<file path="src/hw/rtl/assert_macros.svh">
// Concurrent assertion helpers, clocked on i_clk and disabled while i_rst_n is low.
`ifndef ASSERT_MACROS_SVH
`define ASSERT_MACROS_SVH

`define AST_IMPL(lbl, ante, cons) \
    lbl: assert property (@(posedge i_clk) disable iff (!i_rst_n) (ante) |-> (cons)) \
        else $error("assertion failed");

`define AST_NEXT(lbl, ante, cons) \
    lbl: assert property (@(posedge i_clk) disable iff (!i_rst_n) (ante) |=> (cons)) \
        else $error("assertion failed");

`define AST_ALWAYS(lbl, expr) \
    lbl: assert property (@(posedge i_clk) disable iff (!i_rst_n) (expr)) \
        else $error("assertion failed");

`endif

</file>
<file path="src/hw/rtl/bbt_pkg.sv">
package bbt_pkg;

    localparam int ENTRIES = 32;
    localparam int IDX_W   = $clog2(ENTRIES);
    localparam int KIND_W  = 2;
    localparam int DEV_W   = 8;
    localparam int BLK_W   = 32;
    localparam int ENTRY_W = 5;
    localparam int STAMP_W = 32;
    localparam int CNT_W   = 6;

    localparam logic [CNT_W-1:0]   COUNT_MAX  = 6'd63;
    localparam logic [STAMP_W-1:0] STAMP_NONE = 32'hffff_ffff;

    typedef enum logic [KIND_W-1:0] {
        K_GET     = 2'd0,
        K_RELEASE = 2'd1,
        K_PIN     = 2'd2,
        K_UNPIN   = 2'd3
    } t_kind;

    typedef struct packed {
        logic load;
        logic compare;
        logic scan_step;
        logic commit;
    } t_cmd;

    typedef struct packed {
        logic is_get;
        logic match;
        logic scan_last;
    } t_stat;

endpackage

</file>
<file path="src/hw/rtl/bbt_ctrl.sv">
`include "assert_macros.svh"

module bbt_ctrl (
    input  logic          i_clk,
    input  logic          i_rst_n,
    input  logic          i_in_valid,
    output logic          o_in_ready,
    output logic          o_out_valid,
    input  logic          i_out_ready,
    input  bbt_pkg::t_stat i_stat,
    output bbt_pkg::t_cmd  o_cmd
);
    import bbt_pkg::*;

    typedef enum logic [3:0] {
        S_IDLE = 4'b0001,
        S_CMP  = 4'b0010,
        S_SCAN = 4'b0100,
        S_DONE = 4'b1000
    } t_state;

    t_state r_state, n_state;
    logic   r_out_valid, n_out_valid;
    logic   slot_free;

    assign o_in_ready  = (r_state == S_IDLE);
    assign o_out_valid = r_out_valid;
    assign slot_free   = !r_out_valid || i_out_ready;

    always_comb begin
        n_state = r_state;
        o_cmd   = '0;
        unique case (r_state)
            S_IDLE: begin
                if (i_in_valid) begin
                    o_cmd.load = 1'b1;
                    n_state    = S_CMP;
                end
            end
            S_CMP: begin
                o_cmd.compare = 1'b1;
                if (i_stat.is_get && !i_stat.match) n_state = S_SCAN;
                else n_state = S_DONE;
            end
            S_SCAN: begin
                o_cmd.scan_step = 1'b1;
                if (i_stat.scan_last) n_state = S_DONE;
            end
            S_DONE: begin
                if (slot_free) begin
                    o_cmd.commit = 1'b1;
                    n_state      = S_IDLE;
                end
            end
            default: n_state = S_IDLE;
        endcase
    end

    always_comb begin
        n_out_valid = r_out_valid;
        if (o_cmd.commit) n_out_valid = 1'b1;
        else if (i_out_ready) n_out_valid = 1'b0;
    end

    always_ff @(posedge i_clk) begin
        if (!i_rst_n) begin
            r_state     <= S_IDLE;
            r_out_valid <= 1'b0;
        end else begin
            r_state     <= n_state;
            r_out_valid <= n_out_valid;
        end
    end

    `AST_ALWAYS(a_state_onehot, $onehot(r_state))
    `AST_IMPL(a_commit_slot_free, o_cmd.commit, !r_out_valid || i_out_ready)
    `AST_NEXT(a_accept_to_cmp, i_in_valid && o_in_ready, r_state == S_CMP)
    `AST_NEXT(a_scan_to_done, r_state == S_SCAN && i_stat.scan_last, r_state == S_DONE)

endmodule

</file>
<file path="src/hw/rtl/bbt_dpath.sv">
`include "assert_macros.svh"

module bbt_dpath (
    input  logic                         i_clk,
    input  logic                         i_rst_n,
    input  bbt_pkg::t_cmd                i_cmd,
    output bbt_pkg::t_stat               o_stat,
    input  logic [bbt_pkg::KIND_W-1:0]   i_kind,
    input  logic [bbt_pkg::DEV_W-1:0]    i_device,
    input  logic [bbt_pkg::BLK_W-1:0]    i_block_number,
    input  logic [bbt_pkg::ENTRY_W-1:0]  i_entry,
    input  logic [bbt_pkg::STAMP_W-1:0]  i_now,
    output logic [bbt_pkg::ENTRY_W-1:0]  o_entry_index,
    output logic                         o_hit,
    output logic                         o_needs_fill,
    output logic                         o_no_free
);
    import bbt_pkg::*;

    t_kind              r_kind;
    logic [DEV_W-1:0]   r_device;
    logic [BLK_W-1:0]   r_block;
    logic [ENTRY_W-1:0] r_entry;
    logic [STAMP_W-1:0] r_now;

    logic [DEV_W-1:0]   r_tag_device [ENTRIES];
    logic [BLK_W-1:0]   r_tag_block  [ENTRIES];
    logic [STAMP_W-1:0] r_last_use   [ENTRIES];
    logic [CNT_W-1:0]   r_ref_count  [ENTRIES];
    logic [ENTRIES-1:0] r_assigned;
    logic [ENTRIES-1:0] r_filled;

    logic               r_hit;
    logic [IDX_W-1:0]   r_hit_idx;
    logic [IDX_W-1:0]   r_scan_idx;
    logic               r_found;
    logic [STAMP_W-1:0] r_least;
    logic [IDX_W-1:0]   r_victim;

    logic [ENTRY_W-1:0] r_res_idx;
    logic               r_res_hit;
    logic               r_res_fill;
    logic               r_res_nofree;

    logic [ENTRIES-1:0] match_vec;
    logic               match_any;
    logic [IDX_W-1:0]   match_idx;
    logic [CNT_W-1:0]   scan_cnt;
    logic [STAMP_W-1:0] scan_stamp;
    logic               scan_take;
    logic               is_get;
    logic               in_range;

    logic [IDX_W-1:0]   w_idx;
    logic [CNT_W-1:0]   cur_cnt;
    logic [CNT_W-1:0]   n_count;
    logic               we_count;
    logic               we_stamp;
    logic               we_tag;
    logic [ENTRY_W-1:0] n_res_idx;
    logic               n_res_hit;
    logic               n_res_fill;
    logic               n_res_nofree;

    assign is_get   = (r_kind == K_GET);
    assign in_range = (int'(r_entry) < ENTRIES);

    always_comb begin
        for (int i = 0; i < ENTRIES; i++) begin
            match_vec[i] = r_assigned[i] && (r_tag_device[i] == r_device)
                           && (r_tag_block[i] == r_block);
        end
    end

    always_comb begin
        match_idx = '0;
        for (int i = ENTRIES - 1; i >= 0; i--) begin
            if (match_vec[i]) match_idx = IDX_W'(i);
        end
    end

    assign match_any = |match_vec;

    assign scan_cnt   = r_ref_count[r_scan_idx];
    assign scan_stamp = r_assigned[r_scan_idx] ? r_last_use[r_scan_idx] : '0;
    assign scan_take  = (scan_cnt == '0) && (!r_found || (scan_stamp < r_least));

    assign o_stat.is_get    = is_get;
    assign o_stat.match     = match_any;
    assign o_stat.scan_last = (r_scan_idx == IDX_W'(ENTRIES - 1));

    always_comb begin
        w_idx        = IDX_W'(r_entry);
        we_count     = 1'b0;
        we_stamp     = 1'b0;
        we_tag       = 1'b0;
        n_res_idx    = r_entry;
        n_res_hit    = 1'b0;
        n_res_fill   = 1'b0;
        n_res_nofree = 1'b0;
        if (!is_get) begin
            we_count = in_range;
        end else if (r_hit) begin
            w_idx      = r_hit_idx;
            we_count   = 1'b1;
            we_stamp   = 1'b1;
            n_res_idx  = ENTRY_W'(r_hit_idx);
            n_res_hit  = 1'b1;
            n_res_fill = !r_filled[r_hit_idx];
        end else if (r_found) begin
            w_idx      = r_victim;
            we_count   = 1'b1;
            we_stamp   = 1'b1;
            we_tag     = 1'b1;
            n_res_idx  = ENTRY_W'(r_victim);
            n_res_fill = 1'b1;
        end else begin
            n_res_idx    = '0;
            n_res_nofree = 1'b1;
        end
    end

    assign cur_cnt = r_ref_count[w_idx];

    always_comb begin
        n_count = cur_cnt;
        if (we_tag) begin
            n_count = CNT_W'(1);
        end else if (is_get || r_kind == K_PIN) begin
            if (cur_cnt != COUNT_MAX) n_count = cur_cnt + CNT_W'(1);
        end else begin
            if (cur_cnt != '0) n_count = cur_cnt - CNT_W'(1);
        end
    end

    always_ff @(posedge i_clk) begin
        if (i_cmd.load) begin
            r_kind   <= t_kind'(i_kind);
            r_device <= i_device;
            r_block  <= i_block_number;
            r_entry  <= i_entry;
            r_now    <= i_now;
        end
        if (i_cmd.compare) begin
            r_hit      <= match_any;
            r_hit_idx  <= match_idx;
            r_scan_idx <= '0;
            r_found    <= 1'b0;
            r_least    <= STAMP_NONE;
            r_victim   <= '0;
        end
        if (i_cmd.scan_step) begin
            r_scan_idx <= r_scan_idx + IDX_W'(1);
            if (scan_take) begin
                r_found  <= 1'b1;
                r_least  <= scan_stamp;
                r_victim <= r_scan_idx;
            end
        end
        if (i_cmd.commit) begin
            r_res_idx    <= n_res_idx;
            r_res_hit    <= n_res_hit;
            r_res_fill   <= n_res_fill;
            r_res_nofree <= n_res_nofree;
            if (we_stamp) r_last_use[w_idx] <= r_now;
            if (we_tag) begin
                r_tag_device[w_idx] <= r_device;
                r_tag_block[w_idx]  <= r_block;
            end
        end
    end

    always_ff @(posedge i_clk) begin
        if (!i_rst_n) begin
            r_assigned <= '0;
            r_filled   <= '0;
            for (int i = 0; i < ENTRIES; i++) r_ref_count[i] <= '0;
        end else if (i_cmd.commit) begin
            if (we_count) r_ref_count[w_idx] <= n_count;
            if (we_stamp) r_filled[w_idx] <= 1'b1;
            if (we_tag) r_assigned[w_idx] <= 1'b1;
        end
    end

    assign o_entry_index = r_res_idx;
    assign o_hit         = r_res_hit;
    assign o_needs_fill  = r_res_fill;
    assign o_no_free     = r_res_nofree;

    `AST_IMPL(a_victim_free, i_cmd.commit && is_get && !r_hit && r_found,
        r_ref_count[r_victim] == '0)
    `AST_IMPL(a_hit_assigned, i_cmd.commit && is_get && r_hit, r_assigned[r_hit_idx])
    `AST_NEXT(a_commit_flags_exclusive, i_cmd.commit,
        $countones({r_res_hit, r_res_nofree}) <= 1)

endmodule

</file>
<file path="src/hw/rtl/block_buffer_tag_table.sv">
// Channel   Direction  Handshake                 Payload
// request   in         i_in_valid / o_in_ready   i_kind i_device i_block_number i_entry i_now
// result    out        o_out_valid / i_out_ready o_entry_index o_hit o_needs_fill o_no_free
//
// Release, pin, unpin and get hits pass from accept through S_CMP and S_DONE to result valid.
// A get miss adds a victim scan over all ENTRIES entries, one entry per cycle.
// One item is in work at a time; a new item is taken while a result waits.
// Reset clears assigned, filled and reference counts at once, no sweep.
// A stalled result holds the update of the next item until the slot frees.
module block_buffer_tag_table (
    input  logic                         i_clk,
    input  logic                         i_rst_n,
    input  logic                         i_in_valid,
    output logic                         o_in_ready,
    input  logic [bbt_pkg::KIND_W-1:0]   i_kind,
    input  logic [bbt_pkg::DEV_W-1:0]    i_device,
    input  logic [bbt_pkg::BLK_W-1:0]    i_block_number,
    input  logic [bbt_pkg::ENTRY_W-1:0]  i_entry,
    input  logic [bbt_pkg::STAMP_W-1:0]  i_now,
    output logic                         o_out_valid,
    input  logic                         i_out_ready,
    output logic [bbt_pkg::ENTRY_W-1:0]  o_entry_index,
    output logic                         o_hit,
    output logic                         o_needs_fill,
    output logic                         o_no_free
);
    import bbt_pkg::*;

    t_cmd  cmd;
    t_stat stat;

    bbt_ctrl u_ctrl (
        .i_clk       (i_clk),
        .i_rst_n     (i_rst_n),
        .i_in_valid  (i_in_valid),
        .o_in_ready  (o_in_ready),
        .o_out_valid (o_out_valid),
        .i_out_ready (i_out_ready),
        .i_stat      (stat),
        .o_cmd       (cmd)
    );

    bbt_dpath u_dpath (
        .i_clk          (i_clk),
        .i_rst_n        (i_rst_n),
        .i_cmd          (cmd),
        .o_stat         (stat),
        .i_kind         (i_kind),
        .i_device       (i_device),
        .i_block_number (i_block_number),
        .i_entry        (i_entry),
        .i_now          (i_now),
        .o_entry_index  (o_entry_index),
        .o_hit          (o_hit),
        .o_needs_fill   (o_needs_fill),
        .o_no_free      (o_no_free)
    );

endmodule

</file>
<file path="config.mk">
export PLATFORM = sky130hd
export DESIGN_NAME = block_buffer_tag_table
export DESIGN_NICKNAME = d
export VERILOG_FILES = /design/src/hw/rtl/bbt_pkg.sv /design/src/hw/rtl/bbt_ctrl.sv /design/src/hw/rtl/bbt_dpath.sv /design/src/hw/rtl/block_buffer_tag_table.sv
export VERILOG_INCLUDE_DIRS = /design/src /design/src/hw/rtl
export SDC_FILE = /design/constraint.sdc
export NUM_CORES = 2
export LEC_CHECK = 0
export BUFFER_PORTS_ARGS = -buffer_cell sky130_fd_sc_hd__buf_2
export CORE_ASPECT_RATIO = 0.7
export CORE_MARGIN = 3
export CORE_UTILIZATION = 60
export DETAILED_ROUTE_END_ITERATION = 10
export PLACE_DENSITY_LB_ADDON = 0.15
export SYNTH_ARGS = -nofsm -noshare
export SYNTH_HDL_FRONTEND = slang
export SYNTH_HIERARCHICAL = 1
export SYNTH_SLANG_ARGS = --single-unit
</file>
<file path="constraint.sdc">
create_clock -name i_clk -period 17 [get_ports i_clk]
set_clock_uncertainty 0.1 [all_clocks]
set_input_delay 3.4 -clock i_clk [delete_from_list [all_inputs] [get_ports i_clk]]
set_output_delay 3.4 -clock i_clk [all_outputs]
set_load 0.01 [all_outputs]
</file>
* Word level (Yosys, flattened, before mapping)
Memories as Yosys holds them, arrays and structs flattened. A register that Yosys moved wholly into a read port is not among the register bits.
Index checks and enable logic that the tools add are counted.
** Operators by class
- Reductions and logical operators :: 89
- Add/subtract/negate cells :: 3
- Bitwise gates (word level) :: 3
- Multiply operators :: 0
- Multiplexer cells :: 97
- Order comparisons :: 5
- Equality and inequality tests :: 74
- Shift operators :: 0
- Div/mod/pow operators :: 0
** Operators with widths (number)
- $eq 32x32->1 :: 32
- $eq 8x8->1 :: 32
- $mux 5 :: 30
- $mux 32 :: 4
- $logic_and 1x1->1 :: 67
- $or 32x32->32 :: 2
- $mux 4 :: 12
- $mux 1 :: 36
- $lt 32x32->1 :: 1
- $reduce_or 32->1 :: 1
- $mux 6 :: 5
- $lt 5x6->1 const B :: 3
- $pmux 4 s4 :: 1
- $reduce_or 16->1 :: 1
- $mux 3 :: 4
- $bmux 1 s5 :: 2
- $reduce_or 8->1 :: 1
- $add 6x1->6 const B :: 1
- $logic_not 6->1 :: 1
- $ne 6x6->1 const B :: 1
- $reduce_bool 6->1 :: 1
- $reduce_or 6->1 :: 1
- $sub 6x1->6 const B :: 1
- $add 5x1->5 const B :: 1
- 20 further kinds :: 30
** Word-level totals
- Bits in writable memories :: 2496
- Bits in read-only memories :: 0
- Logic and storage cells :: 298
- Memories :: 4
- Output and inout bits :: 10
- Register bits :: 205
- Latch bits :: 0
- Bits of input ports :: 83
** Memory list
- u_dpath.r_last_use :: depth 32, bits a word 32, rd ports 1, clocked after Yosys merged registers in 1, write ports 1, RTL line bbt_dpath.sv:28 : logic [STAMP_W-1:0] r_last_use [ENTRIES];
- u_dpath.r_tag_block :: depth 32, bits a word 32, rd ports 32, clocked after Yosys merged registers in 0, write ports 1, RTL line bbt_dpath.sv:27 : logic [BLK_W-1:0] r_tag_block [ENTRIES];
- u_dpath.r_tag_device :: depth 32, bits a word 8, rd ports 32, clocked after Yosys merged registers in 0, write ports 1, RTL line bbt_dpath.sv:26 : logic [DEV_W-1:0] r_tag_device [ENTRIES];
- u_dpath.r_ref_count :: depth 32, bits a word 6, rd ports 2, clocked after Yosys merged registers in 1, write ports 32, RTL line bbt_dpath.sv:29 : logic [CNT_W-1:0] r_ref_count [ENTRIES];

* Longest topological paths before layout
An unclocked memory read counts as a cell.
- Depth after elaboration :: 35
- Gate-level depth with buffers :: 24
- Depth with buffers taken out :: 17

* Modules after synthesis
Netlist, hierarchy kept.
** Modules (own cells, without submodules)
- bbt_dpath :: sequential area each 80036.8 µm², cells each 6174, area an instance 109756.5 µm², instances 1
- bbt_ctrl :: sequential area each 100.1 µm², cells each 28, area an instance 274.0 µm², instances 1

* Worst setup path before layout
OpenSTA, ideal clock, no wires.
- Path kind :: input port to flip-flop
- Start point :: input i_out_ready
- End point :: memory u_dpath.r_tag_block[11][0] (enable)
- Slack :: 9476 ps
- Data arrival time :: 6935 ps
- Buffers on the path :: 2
- Stages :: 6
- Library setup time :: 489 ps
- Required time :: 16411 ps
- Path through :: nor2b_1 > nor2b_1 > buf_4 > nand2_1 > clkbuf_1 > nor3_1
** RTL lines
- start, declared :: RTL line block_buffer_tag_table.sv:21 : input logic i_out_ready,
- end, declared :: RTL line bbt_dpath.sv:27

==> qor.csv <==
metric;value;unit
status;finished clean;
fp.coreArea;180900;sq um
cp-end-kind;flop;
sw_frac_of_total;23.49;%
cp_cell_sequence;buf_4 -> buf_12 -> buf_4 -> mux4_2 -> mux4_2 -> nand2_1 -> a21oi_1 -> ha_1 -> nor2b_1 -> o21ai_0 -> nand2b_1 -> a21oi_1 -> nor2b_1 -> o2111ai_1 -> a31oi_1 -> o21ai_0 -> or3b_2 -> nand2b_2 -> o22ai_1;
nets;6517;
period_minus_slack;7.747;ns
power_frac_comb;8.0;%
fin_setup_tns;0;ns
syn_area_per_cell;17.74;sq um
powerDensity;114.6;nW/um^2
slew_violations;0;
grt_remaining_overflow;0;
drtPass1Iterations;8;
clk_path_buf_depth;3;
clk_transition_reported_paths;0.07;ns
intPower;10700;uW
slowest_stage;dfxtp_4;
rsz0062_at_grt;false;
num_rows;130;
post_cts_buffers;0;
globalplace.congestion;0.8779;
die_w;517.8;microns
hold_buffers;0;
synthesis.nets;6321;
grt_antenna_before_repair;6;
io_pins;93;
sequentialPowerShare;53.7;%
port-buffer-count;92;
cpPeakStageDelay;0.91;ns
p_sw;3286;uW
vias;59170;
cp-start-kind;flop;
cts_root_buffer;clkbuf_16;
cts-resized-gates;0;
leakage;0.03925;uW
fmaxAchievable;129.1;MHz
wl;281200;microns
drv_cap;0;
grt_pass1_wl;405800;microns
hold_viol;0;
p_clk_share;38.3;%
critPathMaxFanout;138;
worst_skew_pair.late_latency;0.87;ns
synth.distinct_cells;76;
drcViolationCount;0;
grt_usage;29.89;%
cts.sinks;2706;
multi_input_area;28660;sq um
grt_pass1_vias;56723;
via_per_inst;6.540;
wl_per_cell;31.08;microns
synth_seq_area_share;72.83;%
seq_area;80150;sq um
die_h;364.3;microns
drive_gt1_share;17.38;%
ys_ff_latch;2706;
drtIter0Drc;8768;
critPathArrivalTime;8.33;ns
hold_path.class;reg2reg;
worstMarginPinSlew;1.156;ns
post-route-period-util;45.57;%
worstPathRequired;17.59;ns
grt_max_degree;139;
final_util;67.50;%
antennaDiodeCount;0;
async_flop_share;0;%
netlist_area;110000;sq um
irDropWorstVdd;0.1159;mV
netlist_instances;6202;
layout_common_cells;edfxtp_1 (2594), xor2_1 (709), xnor2_1 (532);
synthFlopType;edfxtp_1;
setup_violations;0;
die-area;188600;sq um
synth_edf_count;2594;
fill_cells;11863;
cts_tree;built;
cts-htree-levels;4;
syn_to_final_growth;10.96;%
final_common_cell;edfxtp_1;
start_util;60.83;%
hpwl;151200;microns
drtAntennaViolNets;0;
yosys_warnings;6;
numCtsBuffers;239;
critical_path_class;reg2reg;
relSlewSlack;22.62;%
synth_stat cells (9+ instances only):
library cell | instances | area, sq um
dfxtp_1 | 112 | 2242
nand2_1 | 141 | 529.3
buf_2 | 21 | 105.1
nand4_1 | 194 | 1214
a21oi_1 | 66 | 330.3
nor3_1 | 117 | 585.6
or4_1 | 17 | 127.6
nand3_1 | 68 | 340.3
edfxtp_1 | 2594 | 77890
o22ai_1 | 13 | 81.33
a22oi_1 | 31 | 232.7
nor4_1 | 223 | 1395
buf_1 | 88 | 330.3
mux4_2 | 387 | 8716
xnor2_1 | 532 | 4659
a21o_1 | 13 | 97.59
inv_1 | 86 | 322.8
nor2_1 | 214 | 803.3
nor2b_1 | 12 | 75.07
a211oi_1 | 9 | 67.56
o2111ai_1 | 9 | 78.83
o21a_1 | 67 | 503.0
ha_1 | 36 | 450.4
mux2i_1 | 9 | 90.09
clkbuf_1 | 209 | 784.5
nand2b_1 | 10 | 62.56
o21ai_0 | 30 | 150.1
xor2_1 | 709 | 6210
nor2_2 | 20 | 125.1
o22a_1 | 36 | 315.3
worst max-delay path, delay by kind of cell (launching register included):
kind	cells	cell delay [ns]
adder cells (fa/ha/maj)	1	0.34
flip-flops	1	0.91
AND/OR/NAND/NOR	6	1.65
multiplexers	2	0.95
buffers and inverters	3	2.04
AO/OA/AOI/OAI	7	1.30
layout make-up:
type,count,share of cell area [%]
Clock buffer,316,5.368
Clock inverter,132,0.9736
Inverter,87,0.2675
Multi-Input combinational cell,3078,23.47
Sequential cell,2706,65.65
Tap cell,2442,2.503
Timing Repair Buffer,286,1.767
cells by family after synthesis:
family / share of synthesized area, %
flip-flops: 72.83
XOR/XNOR: 9.878
AND/OR/NAND/NOR: 5.159
buffers and inverters: 1.511
multiplexers: 8.013
AO/OA/AOI/OAI: 2.197
adder cells (fa/ha/maj): 0.4094
final timing paths:
path	slack, ns	depth (start not counted)	from	end
hold reg to reg	0.36	1	u_dpath/r_least[17]	u_dpath/r_least[17]
setup / recovery	9.25	19	flop	u_dpath/r_victim[2]
setup reg to reg	9.25	19	flop	u_dpath/r_victim[2]
hold / removal	0.36	1	u_dpath/r_least[17]	u_dpath/r_least[17]
power by group through the flow:
stage | Clock [uW] | Combinational, uW | Sequential (uW)
finish | 5360 | 1110 | 7520
global route | 5710 | 1170 | 7520
CTS | 5420 | 1100 | 7510
detailed placement | 0 | 1090 | 7660
global placement | 0 | 1080 | 7650
floorplan | 0 | 663 | 7640
layer usage:
metal  wire, microns  global-route usage (%)
met1          119700                   47.91
met2          121200                   42.51
met5               0                       0
met3           33430                   6.017
met4            6805                   7.337
per-stage QoR:
| stage | cell area (sq um) | setup slack (ns) | hold WS [ns] | std cells | total power (uW) |
|---|---|---|---|---|---|
| global placement | 114400 | 9.307 | 0.3412 | 8599 | 8726 |
| detailed placement | 114400 | 9.269 | 0.3503 | 8599 | 8748 |
| CTS | 122100 | 9.241 | 0.3656 | 9047 | 14030 |
| floorplan | 110000 | 9.476 | 0.3354 | 6202 | 8302 |
| global route | 122100 | 8.683 | 0.3838 | 9047 | 14410 |
| finish | 122100 | 9.253 | 0.3648 | 9047 | 13990 |
sequential cells by signal, summed over array words and instances (netlist names), 5 cells and up, named ones only:
| name | cells |
|---|---|
| u_dpath/r_last_use | 1024 |
| u_dpath/r_tag_block | 1024 |
| u_dpath/r_tag_device | 256 |
| u_dpath/r_ref_count | 192 |
| u_dpath/r_assigned | 32 |
| u_dpath/r_block | 32 |
| u_dpath/r_filled | 32 |
| u_dpath/r_least | 32 |
| u_dpath/r_now | 32 |
| u_dpath/r_device | 8 |
| u_dpath/o_entry_index | 5 |
| u_dpath/r_entry | 5 |
| u_dpath/r_hit_idx | 5 |
| u_dpath/r_scan_idx | 5 |
| u_dpath/r_victim | 5 |
(Power assumes the default switching activity.)
